==> config.mk <==
export PLATFORM = sky130hd
export DESIGN_NAME = decimal_text_to_q12_fixed
export DESIGN_NICKNAME = d
export VERILOG_FILES = /design/src/rtl/core/d2q_pkg.sv /design/src/rtl/core/d2q_dp.sv /design/src/rtl/core/d2q_ctrl.sv /design/src/rtl/core/decimal_text_to_q12_fixed.sv
export SDC_FILE = /design/constraint.sdc
export NUM_CORES = 2
export LEC_CHECK = 0
export BUFFER_PORTS_ARGS = -buffer_cell sky130_fd_sc_hd__buf_2
export CAP_MARGIN = 20
export CORE_UTILIZATION = 50
export CTS_CLUSTER_SIZE = 20
export DETAILED_ROUTE_END_ITERATION = 12
export PLACE_DENSITY_LB_ADDON = 0.05
export SYNTH_ARGS = -nofsm -noshare
export SYNTH_HDL_FRONTEND = slang
export SYNTH_SLANG_ARGS = --single-unit
export TNS_END_PERCENT = 1
==> constraint.sdc <==
create_clock -name clk_i -period 14.9 [get_ports clk_i]
set_input_delay 0.745 -clock clk_i [delete_from_list [all_inputs] [get_ports clk_i]]
set_output_delay 0.745 -clock clk_i [all_outputs]
set_load 0.01 [all_outputs]
==> src/rtl/core/d2q_pkg.sv <==
// Shared types, constants and helpers for the decimal text to Q12 converter.
package d2q_pkg;

  localparam int unsigned FRAC_BITS   = 12;
  localparam int unsigned INT_W       = 24;
  localparam int unsigned FACC_W      = 14;
  localparam int unsigned RN_W        = 13;
  localparam int unsigned CNT_W       = 3;
  localparam int unsigned NUM_W       = FACC_W + FRAC_BITS;
  localparam int unsigned REC_W       = 27;
  localparam int unsigned PROD_W      = NUM_W + REC_W;
  localparam int unsigned MAG_W       = INT_W + FRAC_BITS + 1;

  // quotient position in the reciprocal product, per power of ten
  localparam int unsigned SH_1     = 26;
  localparam int unsigned SH_10    = 30;
  localparam int unsigned SH_100   = 33;
  localparam int unsigned SH_1000  = 36;
  localparam int unsigned SH_10000 = 40;

  localparam logic [CNT_W-1:0]  SIG_DIGITS = CNT_W'(4);
  localparam logic [FACC_W-1:0] SIG_SCALE  = FACC_W'(10000);

  localparam logic [7:0] CH_ZERO  = 8'd48;
  localparam logic [7:0] CH_NINE  = 8'd57;
  localparam logic [7:0] CH_MINUS = 8'd45;
  localparam logic [7:0] CH_DOT   = 8'd46;

  typedef enum logic [2:0] {
    ERR_OK       = 3'd0,
    ERR_EMPTY    = 3'd1,
    ERR_BAD      = 3'd2,
    ERR_TOO_MANY = 3'd3,
    ERR_LONE     = 3'd4,
    ERR_RANGE    = 3'd5
  } err_e;

  typedef enum logic [1:0] {
    PH_IDLE,
    PH_SIGN,
    PH_INT,
    PH_FRAC
  } phase_e;

  typedef enum logic [2:0] {
    ST_IDLE,
    ST_DECODE,
    ST_DIV_START,
    ST_DIV,
    ST_SCALE,
    ST_FINAL,
    ST_EMIT
  } ctrl_state_e;

  typedef enum logic [3:0] {
    OP_NONE,
    OP_LOAD,
    OP_NEG,
    OP_INT_FIRST,
    OP_INT_DIGIT,
    OP_FRAC_DIGIT,
    OP_FRAC_TAIL,
    OP_DIV_START,
    OP_DIV_STEP,
    OP_SCALE,
    OP_FINAL,
    OP_ERR,
    OP_EMIT
  } dp_op_e;

  typedef struct packed {
    dp_op_e op;
    err_e   err;
  } dp_cmd_t;

  typedef struct packed {
    logic is_num;
    logic is_dot;
    logic is_minus;
    logic eoi;
    logic int_over;
    logic frac_full;
    logic frac_last;
    logic lone;
  } dp_status_t;

  function automatic logic [FACC_W-1:0] pow10(input logic [CNT_W-1:0] n);
    logic [FACC_W-1:0] r;
    unique case (n)
      CNT_W'(0): r = FACC_W'(1);
      CNT_W'(1): r = FACC_W'(10);
      CNT_W'(2): r = FACC_W'(100);
      CNT_W'(3): r = FACC_W'(1000);
      default:   r = SIG_SCALE;
    endcase
    return r;
  endfunction

  // ceil(2^SH / 10^n): exact quotient for any 26-bit numerator
  function automatic logic [REC_W-1:0] recip(input logic [CNT_W-1:0] n);
    logic [REC_W-1:0] r;
    unique case (n)
      CNT_W'(0): r = REC_W'(67108864);
      CNT_W'(1): r = REC_W'(107374183);
      CNT_W'(2): r = REC_W'(85899346);
      CNT_W'(3): r = REC_W'(68719477);
      default:   r = REC_W'(109951163);
    endcase
    return r;
  endfunction

endpackage

==> src/rtl/core/d2q_dp.sv <==
// Datapath: accumulators, reciprocal divider, rounding and result registers.
module d2q_dp #(
  parameter int unsigned MAX_INT_DIGITS = 6
) (
  input  logic                 clk_i,
  input  logic                 rst_ni,
  input  d2q_pkg::dp_cmd_t     cmd_i,
  input  logic [7:0]           ch_i,
  input  logic                 end_of_input_i,
  output d2q_pkg::dp_status_t  status_o,
  output logic signed [31:0]   value_o,
  output logic [2:0]           error_code_o
);
  import d2q_pkg::*;

  logic [7:0]        ch_q;
  logic              eoi_q;
  logic              neg_q, neg_d;
  logic [INT_W-1:0]  int_q, int_d;
  logic [CNT_W-1:0]  icnt_q, icnt_d;
  logic [FACC_W-1:0] facc_q, facc_d;
  logic [CNT_W-1:0]  fcnt_q, fcnt_d;
  logic [RN_W-1:0]   rn_q, rn_d;
  logic [RN_W-1:0]   thr_q, thr_d;
  logic              dec_q, dec_d;
  logic [NUM_W-1:0]  num_q;
  logic [REC_W-1:0]  rec_q;
  logic [CNT_W-1:0]  dsel_q;
  logic [RN_W-1:0]   quo_q, quo_d;
  logic [31:0]       pval_q;
  err_e              perr_q;
  logic [31:0]       val_q;
  err_e              err_q;

  logic [3:0]        dig;
  logic [FACC_W-1:0] den_new;
  logic [PROD_W-1:0] prod;
  logic [RN_W:0]     odd;
  logic [27:0]       scaled;
  logic [16:0]       t10;
  logic [3:0]        td;
  logic [RN_W-1:0]   frac;
  logic [MAG_W-1:0]  mag;
  logic              range_bad;

  assign dig     = ch_q[3:0];
  assign den_new = pow10(fcnt_q);

  assign prod = PROD_W'(num_q) * PROD_W'(rec_q);

  always_comb begin
    unique case (dsel_q)
      CNT_W'(0): quo_d = prod[SH_1 +: RN_W];
      CNT_W'(1): quo_d = prod[SH_10 +: RN_W];
      CNT_W'(2): quo_d = prod[SH_100 +: RN_W];
      CNT_W'(3): quo_d = prod[SH_1000 +: RN_W];
      default:   quo_d = prod[SH_10000 +: RN_W];
    endcase
  end

  assign odd    = {quo_q, 1'b1};
  assign scaled = 28'(odd) * 28'(SIG_SCALE);
  assign t10    = 17'(thr_q) * 17'(10);
  assign td     = t10[16:13];
  assign frac   = (fcnt_q == SIG_DIGITS) ? rn_q : quo_q;
  assign mag    = {1'b0, int_q, {FRAC_BITS{1'b0}}} + MAG_W'(frac);
  assign range_bad = neg_q ? (mag > MAG_W'(33'h0_8000_0000))
                           : (mag > MAG_W'(33'h0_7FFF_FFFF));

  always_comb begin
    neg_d  = neg_q;
    int_d  = int_q;
    icnt_d = icnt_q;
    facc_d = facc_q;
    fcnt_d = fcnt_q;
    rn_d   = rn_q;
    thr_d  = thr_q;
    dec_d  = dec_q;
    unique case (cmd_i.op)
      OP_NEG:       neg_d = 1'b1;
      OP_INT_FIRST: begin
        int_d  = INT_W'(dig);
        icnt_d = CNT_W'(1);
      end
      OP_INT_DIGIT: begin
        int_d  = INT_W'(int_q * INT_W'(10)) + INT_W'(dig);
        icnt_d = icnt_q + CNT_W'(1);
      end
      OP_FRAC_DIGIT: begin
        facc_d = FACC_W'(facc_q * FACC_W'(10)) + FACC_W'(dig);
        fcnt_d = fcnt_q + CNT_W'(1);
      end
      OP_FRAC_TAIL: begin
        if (!dec_q) begin
          if (dig != td) begin
            if (dig > td) rn_d = rn_q + RN_W'(1);
            dec_d = 1'b1;
          end else begin
            thr_d = t10[RN_W-1:0];
          end
        end
      end
      OP_SCALE: begin
        rn_d  = quo_q;
        thr_d = scaled[RN_W-1:0];
        dec_d = (scaled[27:13] != {1'b0, facc_q});
      end
      OP_EMIT: begin
        neg_d  = 1'b0;
        int_d  = '0;
        icnt_d = '0;
        facc_d = '0;
        fcnt_d = '0;
        rn_d   = '0;
        thr_d  = '0;
        dec_d  = 1'b0;
      end
      default: ;
    endcase
  end

  always_ff @(posedge clk_i or negedge rst_ni) begin
    if (!rst_ni) begin
      neg_q  <= 1'b0;
      int_q  <= '0;
      icnt_q <= '0;
      facc_q <= '0;
      fcnt_q <= '0;
      rn_q   <= '0;
      thr_q  <= '0;
      dec_q  <= 1'b0;
    end else begin
      neg_q  <= neg_d;
      int_q  <= int_d;
      icnt_q <= icnt_d;
      facc_q <= facc_d;
      fcnt_q <= fcnt_d;
      rn_q   <= rn_d;
      thr_q  <= thr_d;
      dec_q  <= dec_d;
    end
  end

  always_ff @(posedge clk_i) begin
    if (cmd_i.op == OP_LOAD) begin
      ch_q  <= ch_i;
      eoi_q <= end_of_input_i;
    end
    if (cmd_i.op == OP_DIV_START) begin
      num_q  <= {facc_q, {FRAC_BITS{1'b0}}} + NUM_W'(den_new >> 1);
      rec_q  <= recip(fcnt_q);
      dsel_q <= fcnt_q;
    end
    if (cmd_i.op == OP_DIV_STEP) begin
      quo_q <= quo_d;
    end
    if (cmd_i.op == OP_ERR) begin
      pval_q <= '0;
      perr_q <= cmd_i.err;
    end else if (cmd_i.op == OP_FINAL) begin
      pval_q <= range_bad ? 32'd0 : (neg_q ? 32'd0 - mag[31:0] : mag[31:0]);
      perr_q <= range_bad ? ERR_RANGE : ERR_OK;
    end
    if (cmd_i.op == OP_EMIT) begin
      val_q <= pval_q;
      err_q <= perr_q;
    end
  end

  assign status_o.is_num    = (ch_q >= CH_ZERO) && (ch_q <= CH_NINE);
  assign status_o.is_dot    = (ch_q == CH_DOT);
  assign status_o.is_minus  = (ch_q == CH_MINUS);
  assign status_o.eoi       = eoi_q;
  assign status_o.int_over  = (icnt_q > CNT_W'(MAX_INT_DIGITS));
  assign status_o.frac_full = (fcnt_q == SIG_DIGITS);
  assign status_o.frac_last = (fcnt_q == SIG_DIGITS - CNT_W'(1));
  assign status_o.lone      = (icnt_q == '0) && (fcnt_q == '0);

  assign value_o      = signed'(val_q);
  assign error_code_o = err_q;

endmodule

==> src/rtl/core/d2q_ctrl.sv <==
// Controller: parse phase, sequencing of the datapath, result handshake.
module d2q_ctrl (
  input  logic                clk_i,
  input  logic                rst_ni,
  input  logic                in_valid_i,
  output logic                in_ready_o,
  output logic                out_valid_o,
  input  logic                out_ready_i,
  input  d2q_pkg::dp_status_t status_i,
  output d2q_pkg::dp_cmd_t    cmd_o
);
  import d2q_pkg::*;

  ctrl_state_e state_q, state_d;
  phase_e      phase_q, phase_d;
  logic        fin_q, fin_d;
  logic        out_valid_q, out_valid_d;
  logic        emit;

  always_ff @(posedge clk_i or negedge rst_ni) begin
    if (!rst_ni) begin
      state_q     <= ST_IDLE;
      phase_q     <= PH_IDLE;
      fin_q       <= 1'b0;
      out_valid_q <= 1'b0;
    end else begin
      state_q     <= state_d;
      phase_q     <= phase_d;
      fin_q       <= fin_d;
      out_valid_q <= out_valid_d;
    end
  end

  always_comb begin
    state_d    = state_q;
    phase_d    = phase_q;
    fin_d      = fin_q;
    cmd_o.op   = OP_NONE;
    cmd_o.err  = ERR_OK;
    in_ready_o = 1'b0;
    emit       = 1'b0;
    unique case (state_q)
      ST_IDLE: begin
        in_ready_o = 1'b1;
        if (in_valid_i) begin
          cmd_o.op = OP_LOAD;
          state_d  = ST_DECODE;
        end
      end
      ST_DECODE: begin
        state_d = ST_IDLE;
        fin_d   = 1'b0;
        unique case (phase_q)
          PH_IDLE, PH_SIGN: begin
            priority if (status_i.eoi) begin
              cmd_o.op  = OP_ERR;
              cmd_o.err = ERR_EMPTY;
              state_d   = ST_EMIT;
            end else if (phase_q == PH_IDLE && status_i.is_minus) begin
              cmd_o.op = OP_NEG;
              phase_d  = PH_SIGN;
            end else if (status_i.is_num) begin
              cmd_o.op = OP_INT_FIRST;
              phase_d  = PH_INT;
            end else if (status_i.is_dot) begin
              phase_d = PH_FRAC;
            end else begin
              cmd_o.op  = OP_ERR;
              cmd_o.err = ERR_BAD;
              state_d   = ST_EMIT;
            end
          end
          PH_INT: begin
            priority if (!status_i.eoi && status_i.is_num) begin
              if (status_i.int_over) begin
                cmd_o.op  = OP_ERR;
                cmd_o.err = ERR_TOO_MANY;
                state_d   = ST_EMIT;
              end else begin
                cmd_o.op = OP_INT_DIGIT;
              end
            end else if (!status_i.eoi && status_i.is_dot) begin
              phase_d = PH_FRAC;
            end else begin
              fin_d   = 1'b1;
              state_d = status_i.frac_full ? ST_FINAL : ST_DIV_START;
            end
          end
          default: begin
            priority if (!status_i.eoi && status_i.is_num) begin
              if (status_i.frac_full) begin
                cmd_o.op = OP_FRAC_TAIL;
              end else begin
                cmd_o.op = OP_FRAC_DIGIT;
                if (status_i.frac_last) state_d = ST_DIV_START;
              end
            end else if (status_i.lone) begin
              cmd_o.op  = OP_ERR;
              cmd_o.err = ERR_LONE;
              state_d   = ST_EMIT;
            end else begin
              fin_d   = 1'b1;
              state_d = status_i.frac_full ? ST_FINAL : ST_DIV_START;
            end
          end
        endcase
      end
      ST_DIV_START: begin
        cmd_o.op = OP_DIV_START;
        state_d  = ST_DIV;
      end
      ST_DIV: begin
        cmd_o.op = OP_DIV_STEP;
        state_d  = fin_q ? ST_FINAL : ST_SCALE;
      end
      ST_SCALE: begin
        cmd_o.op = OP_SCALE;
        state_d  = ST_IDLE;
      end
      ST_FINAL: begin
        cmd_o.op = OP_FINAL;
        state_d  = ST_EMIT;
      end
      ST_EMIT: begin
        if (!out_valid_q || out_ready_i) begin
          cmd_o.op = OP_EMIT;
          emit     = 1'b1;
          phase_d  = PH_IDLE;
          state_d  = ST_IDLE;
        end
      end
      default: state_d = ST_IDLE;
    endcase
  end

  assign out_valid_d = emit || (out_valid_q && !out_ready_i);
  assign out_valid_o = out_valid_q;

`ifndef SYNTHESIS
  a_emit_to_idle: assert property (@(posedge clk_i) disable iff (!rst_ni)
    emit |=> (phase_q == PH_IDLE) && out_valid_q)
    else $error("emit did not restart parsing");
  a_accept_decode: assert property (@(posedge clk_i) disable iff (!rst_ni)
    (in_valid_i && in_ready_o) |=> state_q == ST_DECODE)
    else $error("accepted transfer not decoded");
  a_div_ends: assert property (@(posedge clk_i) disable iff (!rst_ni)
    (state_q == ST_DIV) |=> (state_q == ST_FINAL || state_q == ST_SCALE))
    else $error("divide step did not end");
  a_no_overwrite: assert property (@(posedge clk_i) disable iff (!rst_ni)
    (out_valid_q && !out_ready_i) |-> !emit)
    else $error("pending result overwritten");
`endif

endmodule

==> src/rtl/core/decimal_text_to_q12_fixed.sv <==
// Top level: decimal text to signed Q19.12 converter.
// Plain characters are accepted, then decoded; the fourth fraction digit adds setup,
// reciprocal multiply and rounding threshold steps. After the ending transfer a result
// passes decode and emit on an error, decode, final and emit with four or more fraction
// digits, else divide setup and step before final; a held result stalls the next one.
// Asynchronous active-low reset returns the parser to idle with no result pending.
module decimal_text_to_q12_fixed #(
  parameter int unsigned MAX_INT_DIGITS = 6
) (
  input  logic               clk_i,
  input  logic               rst_ni,
  input  logic               in_valid_i,
  output logic               in_ready_o,
  input  logic [7:0]         ch_i,
  input  logic               end_of_input_i,
  output logic               out_valid_o,
  input  logic               out_ready_i,
  output logic signed [31:0] value_o,
  output logic [2:0]         error_code_o
);
  import d2q_pkg::*;

  dp_cmd_t    cmd;
  dp_status_t status;

  d2q_ctrl u_ctrl (
    .clk_i       (clk_i),
    .rst_ni      (rst_ni),
    .in_valid_i  (in_valid_i),
    .in_ready_o  (in_ready_o),
    .out_valid_o (out_valid_o),
    .out_ready_i (out_ready_i),
    .status_i    (status),
    .cmd_o       (cmd)
  );

  d2q_dp #(
    .MAX_INT_DIGITS (MAX_INT_DIGITS)
  ) u_dp (
    .clk_i          (clk_i),
    .rst_ni         (rst_ni),
    .cmd_i          (cmd),
    .ch_i           (ch_i),
    .end_of_input_i (end_of_input_i),
    .status_o       (status),
    .value_o        (value_o),
    .error_code_o   (error_code_o)
  );

endmodule

# == After elaboration in Yosys (flattened, before gate mapping) ==
# Index checks and enable logic that the tools add are counted.
# totals
regBits,227
latch_bits,0
ram_bits,0
rom_bits,0
inputBits,13
output_inout_bits,37
word_cells,187
mem_count,0
# op_classes
addsub,8
mul,5
div_mod_pow,0
magnitude_cmp,6
n_eq_ne,42
n_shift,0
mux,77
bitwise_logic,0
reduce_logical,27
# ops
op,n
$pmux W26 S4,1
$mux W13,6
$pmux W13 S3,2
$pmux W24 S3,1
$mux W32,2
$mux W3,20
$pmux W14 S4,1
$mul A26 B27 Y53,1
$pmux W13 S4,1
$add A36 B13 Y37,1
$gt A37 B31 Y1 const B,1
$gt A37 B32 Y1 const B,1
$sub A1 B32 Y32 const A,1
$mux W7,4
$pmux W14 S2,1
$pmux W4 S7,1
$add A26 B13 Y26,1
$add A24 B4 Y24,1
$mul A14 B10 Y24 const B,1
$mul A24 B3 Y23 const B,1
$eq A4 B4 Y1 const B,5
$mux W2,10
$mux W4,5
$eq A3 B2 Y1 const B,6
other kinds (44),90

# == Logic depth before layout (Yosys ltp) ==
# depth
depth_word,10
mapped_depth,29
mapped_depth_nobuf,26

# == Cells and area by module ==
# A second synthesis with hierarchy kept.
# unflattened
cells_unflattened,3689
area_unflattened_um2,34944.8
# modules_own_cells
mod,instances,cells_each,area_per_inst_um2,seq_area_each_um2
d2q_dp,1,3596,34256.6,5074.9
d2q_ctrl,1,93,688.2,175.2

# == Worst setup path after synthesis ==
# OpenSTA, ideal clock, no wires.
# synth_timing
path_type,flip-flop to flip-flop
startpoint,register u_dp.rec_q[23]
endpoint,"register u_dp.quo_q[11], data pin"
setup_ns,0.260
arrival_time_ns,7.913
required_ns,14.640
setup_slack_ns,6.728
path_stages_with_launch,27
path_buffers,2
synth_period_minus_slack_ns,8.172
cell_sequence,edfxtp_1 > clkbuf_1 > clkbuf_1 > nand2_1 > inv_1 > fa_1 > fa_1 > fa_1 > inv_1 > fa_1 > inv_1 > fa_1 > fa_1 > inv_1 > fa_1 > inv_1 > ha_1 > a21oi_1 > o21ai_1 > a2111oi_4 > a22oi_2 > a31o_1 > a221o_1 > a21oi_2 > xnor2_1 > mux4_2 > mux2_2
# synth_between
elab_chain_cells,2
# synth_rtl
item,line,source
from (decl),d2q_dp.sv:27,logic [REC_W-1:0] rec_q;
from (signal assigned),d2q_dp.sv:151,rec_q <= recip(fcnt_q);
$mul A26 B27 Y53,d2q_dp.sv:49,assign prod = PROD_W'(num_q) * PROD_W'(rec_q);
$pmux W13 S4,d2q_dp.sv:52,unique case (dsel_q)
via u_dp.quo_d[11],d2q_dp.sv:29,"logic [RN_W-1:0] quo_q, quo_d;"
to (signal assigned),d2q_dp.sv:155,quo_q <= quo_d;
to (decl),d2q_dp.sv:29,
# The timed path passes the listed nets, and every way through them passes these cells.
# A chain may end at the register's enable or synchronous reset.

# == Final worst setup path ==
# layout_timing
startpoint,register u_dp.rec_q[20]
endpoint,"register u_dp.quo_q[11], data pin"
# Same word-level chain as after synthesis.

==> results.cfg <==
[synth]
synth_edf_count = 91
ys_warn_count = 0
synthTopCellsByCount = inv_1 (792), fa_1 (571), ha_1 (399), nand2_1 (288), and2_1 (175)
ys_seq_elements = 198
synth_ff_type = edfxtp_1
syn_area_mm2 = 0.0348
async_flop_share_pct = 37.9
synth_top_area_share_pct = 32.8
ys_top_cells_by_area = fa_1 (33%), ha_1 (14%), inv_1 (8.5%)
synth_most_common_cell = inv_1
synth.net_count = 4668
synth.largest_area_cell = fa_1
synth.distinct_cells = 94
synthCells = 3685
ys_seq_area_share_pct = 15.1
syn_area_per_cell_um2 = 9.44

[worst_setup_path]
path_depth = 27
critical_path_class = reg2reg
critPathLaunchType = flop
worstPathArrival_ns = 8.91
timing.rr.start = u_dp.rec_q[20]
path_buf_inv = 8
critPathSlowestCell = fa_1
max_stage_delay_ns = 0.62
r2r_end = u_dp.quo_q[11]
end_kind = flop
rrSetupSlack_ns = 6.20
critPathTopFamily = adder cells
required_ns = 15.10
cp_max_fo = 23
reg2regPathDepth = 27

[cts]
cts_setup_buffers = 0
clockRootBuffer = clkbuf_16
clock_latency_ns = 0.46
clkTransAtPathRegs_ns = 0.08
cts_resized = 0
cts_tree = built
hold_buffers = 0
htreeDepth = 4
clk_path_buf_depth = 2
clkSinkCount = 198
numCtsBuffers = 17

[finish]
nets = 4652
multi_input_area_mm2 = 0.0261
regArea_mm2 = 0.00525
n_fill_cell = 6413
drive_above_1_share_pct = 4.16
area_growth_pct = 5.07
diodes = 0

[timing]
slew_violations = 0
skew_ns = 0.0152
fmax_mhz = 115
grt_setup_unrepaired = false
worst_slack_ns = 6.20
hold_slack_ns = 0.132
relSlewSlack_pct = 38.0
finalSetupViolations = 0
fin_crit_ns = 8.70
fin_crit_sh_pct = 58.4
tightest_slew_ns = 0.930
fin_setup_tns_ns = 0
hold_violations = 0

[floorplanning]
rows = 96
die_area_mm2 = 0.0707
die_h_um = 266
die_w_um = 266
core_area_mm2 = 0.0687
ioPinCount = 50
start_util_pct = 50.7

[global_route]
antenna_found_initial = 0
grt-ovfl-total = 0
grt_usage_pct = 29.9
grt_pass1_wl_um = 161000
grt_max_degree = 62
grt_pass1_vias = 27700

[routing]
drc = 0
vias = 25700
wl_per_cell_um = 21.8
wirelength_um = 101000
first_pass_iters = 6
ant_nets = 0
drtIter0Drc = 1652
avgViaCountPerCell = 5.58

[placed_design]
dp_worst_setup_slack_ns = 6.23
port_buffers = 49
place_hpwl_um = 84400
gp_congestion = 0.957

[run]
maxCapViolations = 0

[hold_path]
hp-class = in2async

[status]
status = completed
## layer usage
layer	GRT usage, %	vias to the layer above	wire, um
li1	-	11800	-
met4	11.0	0	3890
met3	3.69	144	4740
met1	38.0	13100	41000
met5	0	-	0
met2	52.2	691	51100
## state kept, by name, summed over array words and instances, names as in the netlist, 8 cells and up
register,count
u_dp.pval_q,32
u_dp.ch_q,8
u_dp.facc_q,14
u_dp.value_o,32
u_dp.thr_q,9
u_dp.rn_q,13
u_dp.rec_q,13
u_dp.quo_q,13
u_dp.int_q,24
u_dp.num_q,15
## cell type report
| cell class | count | share of cell area (%) |
|---|---|---|
| flip-flops and latches | 198 | 14.4 |
| multi-input cells | 2582 | 71.5 |
| inverters | 793 | 8.14 |
| well taps | 931 | 3.19 |
| repair buffers | 77 | 1.31 |
| clock inverters | 14 | 0.370 |
| clock buffers | 18 | 1.17 |
## worst max-delay path by stage
stage | startpoint | endpoint | slack, ns
detailed placement | u_dp.rec_q[20] | u_dp.quo_q[11] | 6.23
CTS | u_dp.rec_q[20] | u_dp.quo_q[11] | 6.18
global route | u_dp.rec_q[20] | u_dp.quo_q[11] | 5.72
floorplan | u_dp.rec_q[23] | u_dp.quo_q[11] | 6.73
finish | u_dp.rec_q[20] | u_dp.quo_q[11] | 6.20
global placement | u_dp.rec_q[20] | u_dp.quo_q[11] | 6.37
## worst register-to-register path, cell delays in order (launching register included)
cell and delay (ns):
edfxtp_1 0.61, buf_4 0.39, nand2_1 0.18, inv_1 0.57
fa_1 0.55, inv_1 0.09, fa_1 0.39, inv_1 0.08
fa_1 0.42, inv_1 0.10, fa_1 0.41, inv_1 0.08
fa_1 0.46, fa_1 0.62, inv_1 0.08, fa_1 0.54
inv_1 0.04, ha_1 0.35, a21oi_1 0.25, o21ai_0 0.17
a21oi_1 0.24, o221ai_1 0.15, a31o_1 0.26, a221o_1 0.38
a21oi_2 0.21, xnor2_1 0.11, mux4_2 0.47, mux2_2 0.28
## cells by family (layout without fill, tap and decap cells)
| family | Yosys count | count (layout) | synth area share (%) |
|---|---|---|---|
| xor+xnor | 175 | 175 | 4.40 |
| mux | 31 | 31 | 0.978 |
| simple gates | 881 | 881 | 12.9 |
| compound gates | 525 | 525 | 9.54 |
| buf+inv | 905 | 902 | 9.87 |
| flops | 198 | 198 | 15.1 |
| fa+ha+maj | 970 | 970 | 47.2 |
## cells in the final DEF (no fill, tap or decap), types with 8 or more instances in the layout
| master | n |
|---|---|
| mux2i_1 | 25 |
| or2_2 | 16 |
| nor3_1 | 49 |
| buf_2 | 48 |
| nand2_1 | 288 |
| nor2_1 | 97 |
| xor2_1 | 56 |
| dfxtp_1 | 32 |
| and4_1 | 8 |
| a21oi_1 | 132 |
| a311oi_1 | 8 |
| a21o_1 | 35 |
| inv_1 | 791 |
| nand4_1 | 27 |
| or3_1 | 14 |
| o211ai_1 | 9 |
| o22ai_1 | 9 |
| buf_4 | 26 |
| o21a_1 | 17 |
| fa_1 | 571 |
| edfxtp_1 | 91 |
| ha_1 | 399 |
| clkbuf_16 | 17 |
| dfrtp_1 | 75 |
| nand3_1 | 79 |
| a211oi_1 | 26 |
| nor3b_1 | 9 |
| o21ai_0 | 129 |
| xnor2_1 | 119 |
| a31oi_1 | 19 |
| o31ai_1 | 11 |
| and2_1 | 175 |
| nand2b_1 | 20 |
| nor2b_1 | 27 |
| o221ai_1 | 9 |
| nor4_1 | 10 |
| o21ai_1 | 41 |
| o21bai_1 | 13 |
| and3_1 | 26 |
## stage by stage
step | utilization [%] | cells | area (um^2)
2_1_floorplan | - | 3685 | 34800
3_3_place_gp | 52.3 | 4578 | 36000
3_5_place_dp | 52.3 | 4578 | 36000
4_1_cts | 53.2 | 4610 | 36500
5_1_grt | 53.2 | 4613 | 36600
6_report | 53.2 | 4613 | 36600
Power is not shown: default switching activity piles up to over one toggle a cycle in this logic, so the estimate is an artifact.
